--- src/sv/bfpa_pkg.sv ---
// Shared types, sizes and field conversion helpers for the best-fit partition allocator.
// Depends on nothing; bfpa_select, the top level and the testbench import it.

package bfpa_pkg;

    // Table geometry.
    localparam int PARTITIONS = 16;
    localparam int SIZE_BITS  = 16;

    // Fixed widths of the transaction fields.
    localparam int FIELD_IDX_BITS  = 4;
    localparam int FIELD_SIZE_BITS = 16;
    localparam int CFG_BITS        = 5;

    // Derived widths: table address and a scan count that can hold PARTITIONS itself.
    localparam int IDX_BITS = $clog2(PARTITIONS);
    localparam int CNT_BITS = $clog2(PARTITIONS + 1);

    // Value of the partition count register after reset.
    localparam logic [CFG_BITS-1:0] CFG_RESET = CFG_BITS'(16);

    // Operation codes carried in the func field.
    localparam logic FUNC_LOAD    = 1'b0;
    localparam logic FUNC_REQUEST = 1'b1;

    // Input transaction.
    typedef struct packed {
        logic                       func;
        logic [FIELD_IDX_BITS-1:0]  partition_index;
        logic [FIELD_SIZE_BITS-1:0] size;
    } in_t;

    // Result transaction.
    typedef struct packed {
        logic                      granted;
        logic [FIELD_IDX_BITS-1:0] block_index;
    } out_t;

    // One table entry presented to the best-fit tracker.
    typedef struct packed {
        logic                 vld;
        logic [IDX_BITS-1:0]  idx;
        logic [SIZE_BITS-1:0] have;
    } cand_t;

    // Size field to table width: low bits kept, zero-extended where the table is wider.
    function automatic logic [SIZE_BITS-1:0] fit_size(input logic [FIELD_SIZE_BITS-1:0] s);
        logic [SIZE_BITS-1:0] r;
        r = '0;
        for (int i = 0; i < SIZE_BITS; i++) begin
            r[i] = (i < FIELD_SIZE_BITS) ? s[i % FIELD_SIZE_BITS] : 1'b0;
        end
        return r;
    endfunction

    // Index field to table address.
    function automatic logic [IDX_BITS-1:0] to_addr(input logic [FIELD_IDX_BITS-1:0] a);
        logic [IDX_BITS-1:0] r;
        r = '0;
        for (int i = 0; i < IDX_BITS; i++) begin
            r[i] = (i < FIELD_IDX_BITS) ? a[i % FIELD_IDX_BITS] : 1'b0;
        end
        return r;
    endfunction

    // Table address to the result field: its low bits.
    function automatic logic [FIELD_IDX_BITS-1:0] to_field(input logic [IDX_BITS-1:0] a);
        logic [FIELD_IDX_BITS-1:0] r;
        r = '0;
        for (int i = 0; i < FIELD_IDX_BITS; i++) begin
            r[i] = (i < IDX_BITS) ? a[i % IDX_BITS] : 1'b0;
        end
        return r;
    endfunction

endpackage

--- src/sv/bfpa_ram.sv ---
// Generic single-port-write, single-port-read RAM with a registered read.
// Depends on nothing.

module bfpa_ram #(
    parameter int WIDTH = 16,
    parameter int DEPTH = 16
) (
    input  logic                     aclk,
    input  logic                     we,
    input  logic [$clog2(DEPTH)-1:0] waddr,
    input  logic [WIDTH-1:0]         wdata,
    input  logic [$clog2(DEPTH)-1:0] raddr,
    output logic [WIDTH-1:0]         rdata
);

    logic [WIDTH-1:0] mem [DEPTH];
    logic [WIDTH-1:0] rdata_reg;

    // Write port and registered read port.
    always_ff @(posedge aclk) begin
        if (we) begin
            mem[waddr] <= wdata;
        end
        rdata_reg <= mem[raddr];
    end

    assign rdata = rdata_reg;

endmodule

--- src/sv/bfpa_select.sv ---
// Best-fit tracker: keeps the smallest entry that still holds the request.
// Depends on bfpa_pkg.

module bfpa_select
    import bfpa_pkg::*;
(
    input  logic                 aclk,
    input  logic                 aresetn,
    input  logic                 clear,
    input  cand_t                cand,
    input  logic [SIZE_BITS-1:0] req_size,
    output logic                 found,
    output logic [IDX_BITS-1:0]  best_idx
);

    logic                 found_reg, found_next;
    logic [IDX_BITS-1:0]  best_idx_reg, best_idx_next;
    logic [SIZE_BITS-1:0] best_have_reg, best_have_next;
    logic                 fits;
    logic                 better;

    // For a fixed request the smallest slack is the smallest fitting size, so the
    // stored sizes are compared directly. A strict compare keeps the lowest index on a tie.
    assign fits   = cand.vld && (cand.have >= req_size);
    assign better = fits && (!found_reg || (cand.have < best_have_reg));

    always_comb begin
        found_next     = found_reg;
        best_idx_next  = best_idx_reg;
        best_have_next = best_have_reg;
        if (clear) begin
            found_next    = 1'b0;
            best_idx_next = '0;
        end else if (better) begin
            found_next     = 1'b1;
            best_idx_next  = cand.idx;
            best_have_next = cand.have;
        end
    end

    always_ff @(posedge aclk) begin
        if (!aresetn) begin
            found_reg    <= 1'b0;
            best_idx_reg <= '0;
        end else begin
            found_reg    <= found_next;
            best_idx_reg <= best_idx_next;
        end
        best_have_reg <= best_have_next;
    end

    assign found    = found_reg;
    assign best_idx = best_idx_reg;

endmodule

--- src/sv/best_fit_partition_allocator.sv ---
// Top level of the best-fit partition allocator: sequencer, size table and result register.
// Depends on bfpa_pkg, bfpa_ram and bfpa_select.
//
//   Channel   Ports                        Direction  Moves
//   input     s_valid, s_ready, s_data     in         in_t: func, partition_index, size
//   result    m_valid, m_ready, m_data     out        out_t: granted, block_index
//   config    cfg_we, cfg_wdata            in         partitions_in_use, no wait
//
// A load writes the table and goes to the final step; a request scans N partitions (capped at
// PARTITIONS), one table read per cycle, and writes back the grant, if any, before that step.
// After reset all table entries read as zero through per-entry valid bits; no clear pass.
// A result waits in the output register while the next transaction is accepted; the
// sequencer only stalls at its final step when that register is still occupied.

module best_fit_partition_allocator
    import bfpa_pkg::*;
(
    input  logic                aclk,
    input  logic                aresetn,
    input  logic                s_valid,
    output logic                s_ready,
    input  in_t                 s_data,
    output logic                m_valid,
    input  logic                m_ready,
    output out_t                m_data,
    input  logic                cfg_we,
    input  logic [CFG_BITS-1:0] cfg_wdata
);

    typedef enum logic [3:0] {
        ST_IDLE   = 4'b0001,
        ST_SCAN   = 4'b0010,
        ST_GRANT  = 4'b0100,
        ST_FINISH = 4'b1000
    } state_t;

    state_t                state_reg, state_next;
    logic [CFG_BITS-1:0]   cfg_reg, cfg_next;
    logic [PARTITIONS-1:0] valid_reg, valid_next;
    logic [CNT_BITS-1:0]   rd_cnt_reg, rd_cnt_next;
    logic [CNT_BITS-1:0]   lim_reg, lim_next;
    logic [SIZE_BITS-1:0]  req_size_reg, req_size_next;
    logic                  cmp_vld_reg, cmp_vld_next;
    logic [IDX_BITS-1:0]   cmp_idx_reg, cmp_idx_next;
    logic                  cmp_hit_reg, cmp_hit_next;
    logic                  m_valid_reg, m_valid_next;
    out_t                  m_data_reg, m_data_next;

    logic                  accept;
    logic                  load_in_range;
    logic [IDX_BITS-1:0]   load_addr;
    logic [IDX_BITS-1:0]   rd_addr;
    logic [CNT_BITS-1:0]   cfg_limit;
    logic                  ram_we;
    logic [IDX_BITS-1:0]   ram_waddr;
    logic [SIZE_BITS-1:0]  ram_wdata;
    logic [SIZE_BITS-1:0]  ram_rdata;
    cand_t                 cand;
    logic                  sel_found;
    logic [IDX_BITS-1:0]   sel_best_idx;
    logic                  scan_done;

    assign s_ready = (state_reg == ST_IDLE);
    assign accept  = s_valid && s_ready;

    // Load address and its range check against the table depth.
    assign load_addr     = to_addr(s_data.partition_index);
    assign load_in_range = (32'(s_data.partition_index) < PARTITIONS);

    // Number of entries to scan, saturated at the table depth.
    assign cfg_limit = (32'(cfg_reg) > PARTITIONS) ? CNT_BITS'(PARTITIONS)
                                                   : CNT_BITS'(cfg_reg);

    assign rd_addr   = rd_cnt_reg[IDX_BITS-1:0];
    assign scan_done = (rd_cnt_reg == lim_reg) && !cmp_vld_reg;

    // Entry read last cycle; one never written since reset reads as zero.
    assign cand.vld  = cmp_vld_reg;
    assign cand.idx  = cmp_idx_reg;
    assign cand.have = cmp_hit_reg ? ram_rdata : '0;

    bfpa_ram #(
        .WIDTH (SIZE_BITS),
        .DEPTH (PARTITIONS)
    ) u_table (
        .aclk  (aclk),
        .we    (ram_we),
        .waddr (ram_waddr),
        .wdata (ram_wdata),
        .raddr (rd_addr),
        .rdata (ram_rdata)
    );

    bfpa_select u_select (
        .aclk     (aclk),
        .aresetn  (aresetn),
        .clear    (accept),
        .cand     (cand),
        .req_size (req_size_reg),
        .found    (sel_found),
        .best_idx (sel_best_idx)
    );

    // Configuration register.
    assign cfg_next = cfg_we ? cfg_wdata : cfg_reg;

    // Sequencer: load or start a scan, scan the table, write back the grant, then deliver.
    always_comb begin
        state_next    = state_reg;
        valid_next    = valid_reg;
        rd_cnt_next   = rd_cnt_reg;
        lim_next      = lim_reg;
        req_size_next = req_size_reg;
        cmp_vld_next  = 1'b0;
        cmp_idx_next  = cmp_idx_reg;
        cmp_hit_next  = cmp_hit_reg;
        m_valid_next  = m_valid_reg && !m_ready;
        m_data_next   = m_data_reg;
        ram_we        = 1'b0;
        ram_waddr     = load_addr;
        ram_wdata     = fit_size(s_data.size);

        unique case (state_reg)
            ST_IDLE: begin
                if (accept) begin
                    if (s_data.func == FUNC_LOAD) begin
                        if (load_in_range) begin
                            ram_we                = 1'b1;
                            valid_next[load_addr] = 1'b1;
                        end
                        state_next = ST_FINISH;
                    end else begin
                        req_size_next = fit_size(s_data.size);
                        lim_next      = cfg_limit;
                        rd_cnt_next   = '0;
                        state_next    = ST_SCAN;
                    end
                end
            end
            ST_SCAN: begin
                if (rd_cnt_reg != lim_reg) begin
                    cmp_vld_next = 1'b1;
                    cmp_idx_next = rd_addr;
                    cmp_hit_next = valid_reg[rd_addr];
                    rd_cnt_next  = rd_cnt_reg + CNT_BITS'(1);
                end else if (scan_done) begin
                    state_next = sel_found ? ST_GRANT : ST_FINISH;
                end
            end
            ST_GRANT: begin
                // The granted partition is now used: its stored size becomes zero.
                ram_we                   = 1'b1;
                ram_waddr                = sel_best_idx;
                ram_wdata                = '0;
                valid_next[sel_best_idx] = 1'b1;
                state_next               = ST_FINISH;
            end
            ST_FINISH: begin
                if (!m_valid_reg || m_ready) begin
                    m_valid_next            = 1'b1;
                    m_data_next.granted     = sel_found;
                    m_data_next.block_index = to_field(sel_best_idx);
                    state_next              = ST_IDLE;
                end
            end
            default: begin
                state_next = ST_IDLE;
            end
        endcase
    end

    // Control state is reset; scan payload registers are not.
    always_ff @(posedge aclk) begin
        if (!aresetn) begin
            state_reg   <= ST_IDLE;
            cfg_reg     <= CFG_RESET;
            valid_reg   <= '0;
            rd_cnt_reg  <= '0;
            lim_reg     <= '0;
            cmp_vld_reg <= 1'b0;
            m_valid_reg <= 1'b0;
        end else begin
            state_reg   <= state_next;
            cfg_reg     <= cfg_next;
            valid_reg   <= valid_next;
            rd_cnt_reg  <= rd_cnt_next;
            lim_reg     <= lim_next;
            cmp_vld_reg <= cmp_vld_next;
            m_valid_reg <= m_valid_next;
        end
        req_size_reg <= req_size_next;
        cmp_idx_reg  <= cmp_idx_next;
        cmp_hit_reg  <= cmp_hit_next;
        m_data_reg   <= m_data_next;
    end

    assign m_valid = m_valid_reg;
    assign m_data  = m_data_reg;

endmodule

--- config.mk ---
export PLATFORM = sky130hd
export DESIGN_NAME = best_fit_partition_allocator
export DESIGN_NICKNAME = d
export VERILOG_FILES = /design/src/sv/bfpa_pkg.sv /design/src/sv/bfpa_ram.sv /design/src/sv/bfpa_select.sv /design/src/sv/best_fit_partition_allocator.sv
export SDC_FILE = /design/constraint.sdc
export NUM_CORES = 1
export LEC_CHECK = 0
export BUFFER_PORTS_ARGS = -buffer_cell sky130_fd_sc_hd__buf_2
export CAP_MARGIN = 15
export CORE_UTILIZATION = 60
export CTS_CLUSTER_SIZE = 16
export DETAILED_ROUTE_END_ITERATION = 8
export HOLD_SLACK_MARGIN = 0.03
export PLACE_DENSITY = 0.77
export SYNTH_ARGS = -nofsm -noshare
export SYNTH_HDL_FRONTEND = slang
export SYNTH_HIERARCHICAL = 1
export SYNTH_SLANG_ARGS = --single-unit
--- constraint.sdc ---
create_clock -name aclk -period 4.3 [get_ports aclk]
set_input_delay 0 -clock aclk [delete_from_list [all_inputs] [get_ports aclk]]
set_output_delay 0 -clock aclk [all_outputs]
set_load 0.005 [all_outputs]
# Word-level counts from Yosys, hierarchy flattened
# Memories as Yosys holds them, arrays and structs flattened. A register that Yosys moved wholly into a read port is not among the register bits.
# Index checks and enable logic that the tools add are counted.
# totals
latch_bits,0
output_inout_bits,7
elab_cells,98
rom_bits,0
ram_bits,256
mem_count,1
register_bits,84
# memory_table
name,depth,width,rd,rd_clocked_by_memory_dff,wr,line_no,source
u_table.mem,16,16,1,1,1,bfpa_ram.sv:16,logic [WIDTH-1:0] mem [DEPTH];
# op_classes
reduce_logical,24
addsub,1
n_mux,32
bitwise_logic,4
n_eq_ne,13
mul,0
n_shift,0
order_cmp,8
div_mod_pow,0
# ops
op,count
$mux 16,4
$or 16x16->16,2
$pmux 16 s2,1
$mux 4,7
$mux 5,4
$ge 16x16->1,1
$lt 16x16->1,1
$pmux 4 s4,1
$lt 4x5->1 const B,3
$mux 1,10
$ne 2x2->1 const B,5
$pmux 5 s2,1
$demux 1 s4,2
$ge 4x1->1 const B,2
$reduce_and 2->1,4
$reduce_and 4->1,2
$logic_and 1x1->1,7
$reduce_and 3->1,2
$add 5x1->5 const B,1
$eq 5x5->1,1
$gt 5x5->1 const B,1
$ne 5x5->1,1
$bmux 1 s4,1
$eq 4x1->1 const B,1
other kinds (10),17

# Depth between registers and ports, before layout
# depth
depth_word,8
depth_mapped,9
ltp_nobuf,9

# Hierarchy
# Netlist, hierarchy kept.
# modules_own_cells
mod,area_each_um2,instances,seq_area_each_um2,cells_each
bfpa_ram,10043.4,1,8007.7,432
best_fit_partition_allocator,3012.9,1,1521.5,296
bfpa_select,1530.2,1,580.6,143

# Worst setup path before layout
# OpenSTA, ideal clock, no wires.
# synth_path
kind,register to register
startpoint,register state_reg[1]
endpoint,"memory u_table.mem[0][0], enable pin"
stages_incl_launch_ff,8
path_slack_ns,0.923
setup_ns,0.409
arrival_ns,2.968
t_required_ns,3.891
synth_period_minus_slack_ns,3.377
path_cell_list,dfxtp_1 or4b_1 buf_6 clkbuf_1 nand2_1 nand2_1 or3b_2 nor3_1
# synth_rtl
item,line_no,source
start: declaration,best_fit_partition_allocator.sv:37,"state_t state_reg, state_next;"
start signal: assignment,best_fit_partition_allocator.sv:183,state_reg <= state_next;
$eq 4x3->1,best_fit_partition_allocator.sv:123,unique case (state_reg)
$mux 4,best_fit_partition_allocator.sv:123,
net ram_waddr[2],best_fit_partition_allocator.sv:55,logic [IDX_BITS-1:0] ram_waddr;
end: declaration,bfpa_ram.sv:16,
# The timed path passes the listed nets, and every way through them passes these cells.

# Final worst setup path
# layout_path
startpoint,register state_reg[2]
endpoint,"memory u_table.mem[6][3], enable pin"
# The elaborated chain is that of the path after synthesis.

==> summary.md <==
| Metric | Value |
|---|---|
| Status | `finished, final reports clean` |
| Synth Net Count | `between 900 and 1000` |
| Fraction of registers with async set/reset | `0%` |
| Commonest non-fill, non-tap cell in the layout | `edfxtp_1` |
| Die footprint | `24900 um^2` |
| Setup Viol. Count Final | `0` |
| Synth Area in Compound Gates | `5.53%` |
| Reg area | `just over 10000 um^2` |
| Maxcap violations | `0` |
| Hold Path Cell Cnt | `2` |
| FF-to-FF Start | `state_reg[2]$_SDFFE_PN0P_` |
| Final Hold Fails | `0` |
| Critical path class | `reg -> reg` |
| FF-to-FF path depth | `5` |
| Static Leak | `between 5 and 6 nW` |
| Vias in the first global route | `between 8000 and 9000` |
| Syn_area_per_cell | `roughly 17 um^2` |
| H-Tree Depth | `2` |
| GRT overflow | `0` |
| Area Overhead vs Synth | `14.7%` |
| WP data required | `around 4400 ps` |
| Post-CTS Resized | `0` |
| Post-synthesis instance total | `871` |
| Fillers | `~1400` |
| Clk_skew | `21.6 ps` |
| Mux cell area share after synthesis | `11.9%` |
| YS warnings | `6` |
| Minimum clock period after layout | `roughly 3200 ps` |
| Routed length per placed instance | `between 20 and 25 um` |
| Worst Max-Slew Pin Slew | `about 1100 ps` |
| Vias per Instance | `approximately 6.2` |
| # port buffers | `37` |
| Grt met1 use | `36.6%` |
| Via Count | `slightly above 8000` |
| Flop and latch count out of synthesis | `~360` |
| Top Usage Layer GRT | `met2` |
| Initial antenna violation count | `0` |
| First-pass iteration count of the detailed router | `5` |
| Synth top area share | `61.3%` |
| Chip width | `approximately 160 um` |
| Place WS | `approximately 1100 ps` |
| Vert. Die Dim | `roughly 160 um` |
| Remaining DRCs | `0` |
| Gr usage total | `between 20% and 30%` |
| Min-delay src | `s_data[1]` |
| Max reg flops | `approximately 260` |
| Setup TNS | `0 ps` |
| Placer Congestion | `around 0.84` |
| I/O pin total | `38` |
| Cell taking the most area after synthesis | `edfxtp_1` |
| M3 GR Usage | `~4.4%` |
| Core area | `23700 um^2` |
| Post-CTS setup buffer count | `0` |
| DP HPWL | `between 15000 and 20000 um` |
| Final slew viol count | `0` |
| Simple-gate area share of the yosys netlist | `just under 8%` |
| Pwr/cell area | `~430 nW/um^2` |
| Syn Std Cell Area | `approximately 15000 um^2` |
| Synth Flop Type | `edfxtp_1` |
| Top cells by area, synth | `edfxtp_1, mux4_2, dfxtp_1` |
| Crit Path Max Fanout | `16` |
| Fin crit share | `between 70% and 80%` |
| ANT nets after route | `0` |
| Clock Pin Slew Worst Setup and Hold Paths | `approximately 60 ps` |
| Seq/Total Area, Yosys | `69.3%` |
| Maximum clock rate | `311 MHz` |
| CTS Root Cell | `clkbuf_16` |
| Slew HR | `between 20% and 30%` |
| Initial Util | `approximately three fifths` |
| Total clock sinks | `between 300 and 400` |
| Setup crit end kind | `flip-flop` |
| Arr. time, crit path | `about 3300 ps` |
| Initial DRC Count | `between 800 and 900` |
| Multi-input gate area | `about 4200 um^2` |
| Setup slack, reg-to-reg | `between 1000 and 1500 ps` |
| RR Endpoint | `u_table/mem[6][3]$_DFFE_PP_` |
| Number of flops mapped to enable cells by yosys | `~300` |
| CP Launch Type | `flip-flop` |
| TritonCTS buffer count | `37` |
| RSZ-0062 raised after global routing | `false` |
| Final wirelength | `between 30000 and 40000 um` |
| Skew-Pair Late Insertion Delay | `roughly 520 ps` |
| Final nets | `around 1000` |
| Final setup margin | `1080 ps` |
| Xor/xnor share of the synthesized area | `less than 1%` |
| Antenna Cells | `0` |
| Largest net degree at the start of global routing | `48` |
| Hold Crit Endpoint | `req_size_reg[1]$_DFFE_PP_` |
| Layout cells sized above 1 | `between 20% and 30%` |
| Row count | `56` |
| Synth cell types | `58` |
| Biggest register | `u_table/mem` |
| Main combinational cell family by area after synthesis | `multiplexers` |
| CTS max path bufs | `3` |
| Global-route wire length before repair | `about 47000 um` |
| Met2 Use GR | `a little over two fifths` |
| Commonest cells after routing, fill and taps aside | `edfxtp_1, nand2_1, mux4_2, dfxtp_1, clkbuf_16` |
| HP Class | `in -> reg` |
| Adder-Cell Fraction of Synth Area | `roughly 2.7%` |
| CTS tree | `built` |
| Max rail drop VDD | `approximately 0.34 mV` |
-- synthesized netlist by cell type, types with 2 or more instances --
cell       number
nand2b_4        2
dfxtp_1        58
nand2b_1        7
mux4_1         10
nor4b_1         3
buf_4           5
nand3_1        24
o21a_1         19
or4b_1          2
a2111oi_4       2
and4_1          2
buf_6           5
mux2i_1        15
buf_1           3
ha_1           32
nor2_1         25
o21ai_0         4
nor2b_1        14
a21oi_1        36
edfxtp_1      298
a22oi_1        32
clkbuf_1       18
nand4_1        19
nor3_1          5
a21o_1          2
nand3b_1        6
buf_2           6
inv_1          34
mux4_2         58
and2_1         35
xor2_1          5
nand2_1        59
-- through the flow --
step | hold slack [ps] | utilization (%) | power (W) | cells | cell area, um^2
6_report | 210 | 70.6 | 0.00712 | 1314 | 16700
5_1_grt | 230 | 70.6 | 0.00732 | 1314 | 16700
4_1_cts | 205 | 70.6 | 0.00716 | 1314 | 16700
3_5_place_dp | 198 | 64.1 | 0.00408 | 1211 | 15200
3_3_place_gp | 194 | 64.1 | 0.00407 | 1211 | 15200
2_1_floorplan | 98.9 | - | 0.00399 | 871 | 14600
-- worst max-delay path, stage by stage (launching register included) --
cell      delay [ps]
dfxtp_1          410
nor4b_2          850
nand2_1          130
nand2_1          280
nand2b_1         220
nor2_2           900
-- final cells by class --
type | count | area share [%]
multi-input cells | 442 | 25.1
flip-flops and latches | 356 | 60.5
clock inverters | 19 | 0.935
clock buffers | 47 | 6.07
repair buffers | 95 | 4.26
well taps | 319 | 2.39
inverters | 36 | 0.815
-- cells by family after synthesis --
family,count (synthesis)
adders and majority gates,32
and+or+nand+nor,211
DFF,356
buffers and inverters,73
AOI/OAI and AO/OA,110
xor gates and xnor gates,5
muxes,84
-- routing by layer --
metal	up-vias	wire (um)
met2	402	14900
met5	-	0
met1	4056	13000
met3	68	2340
li1	3608	-
met4	0	1010
-- timing repair --
item                                    4_1_cts  5_1_grt
endpoints found under the hold margin        47        0
endpoints found under the setup margin        0        0
hold buffers                                 37        0
-- how the worst max path moves through the flow --
| stage | from | endpoint | cells past startpoint |
|---|---|---|---|
| final | state_reg[2]$_SDFFE_PN0P_ | u_table/mem[6][3]$_DFFE_PP_ | 5 |
| after global routing | state_reg[1]$_SDFFE_PN0P_ | u_table/mem[6][1]$_DFFE_PP_ | 5 |
| after CTS | state_reg[1]$_SDFFE_PN0P_ | u_table/mem[6][3]$_DFFE_PP_ | 5 |
| after detailed placement | state_reg[1]$_SDFFE_PN0P_ | u_table/mem[6][13]$_DFFE_PP_ | 5 |
| after global placement | state_reg[0]$_SDFFE_PN1P_ | u_table/mem[1][12]$_DFFE_PP_ | 6 |
| after floorplan | state_reg[1]$_SDFFE_PN0P_ | u_table/mem[0][0]$_DFFE_PP_ | 7 |
-- power breakdown --
part | total [W] | internal [W] | leakage (nW) | switching, W
Clock | 0.00309 | 0.00180 | 0.570 | 0.00129
Sequential | 0.00379 | 0.00377 | 3.17 | 0.0000187
Combinational | 0.000245 | 0.0000900 | 1.98 | 0.000155
Power figures use the tool's default switching activity.
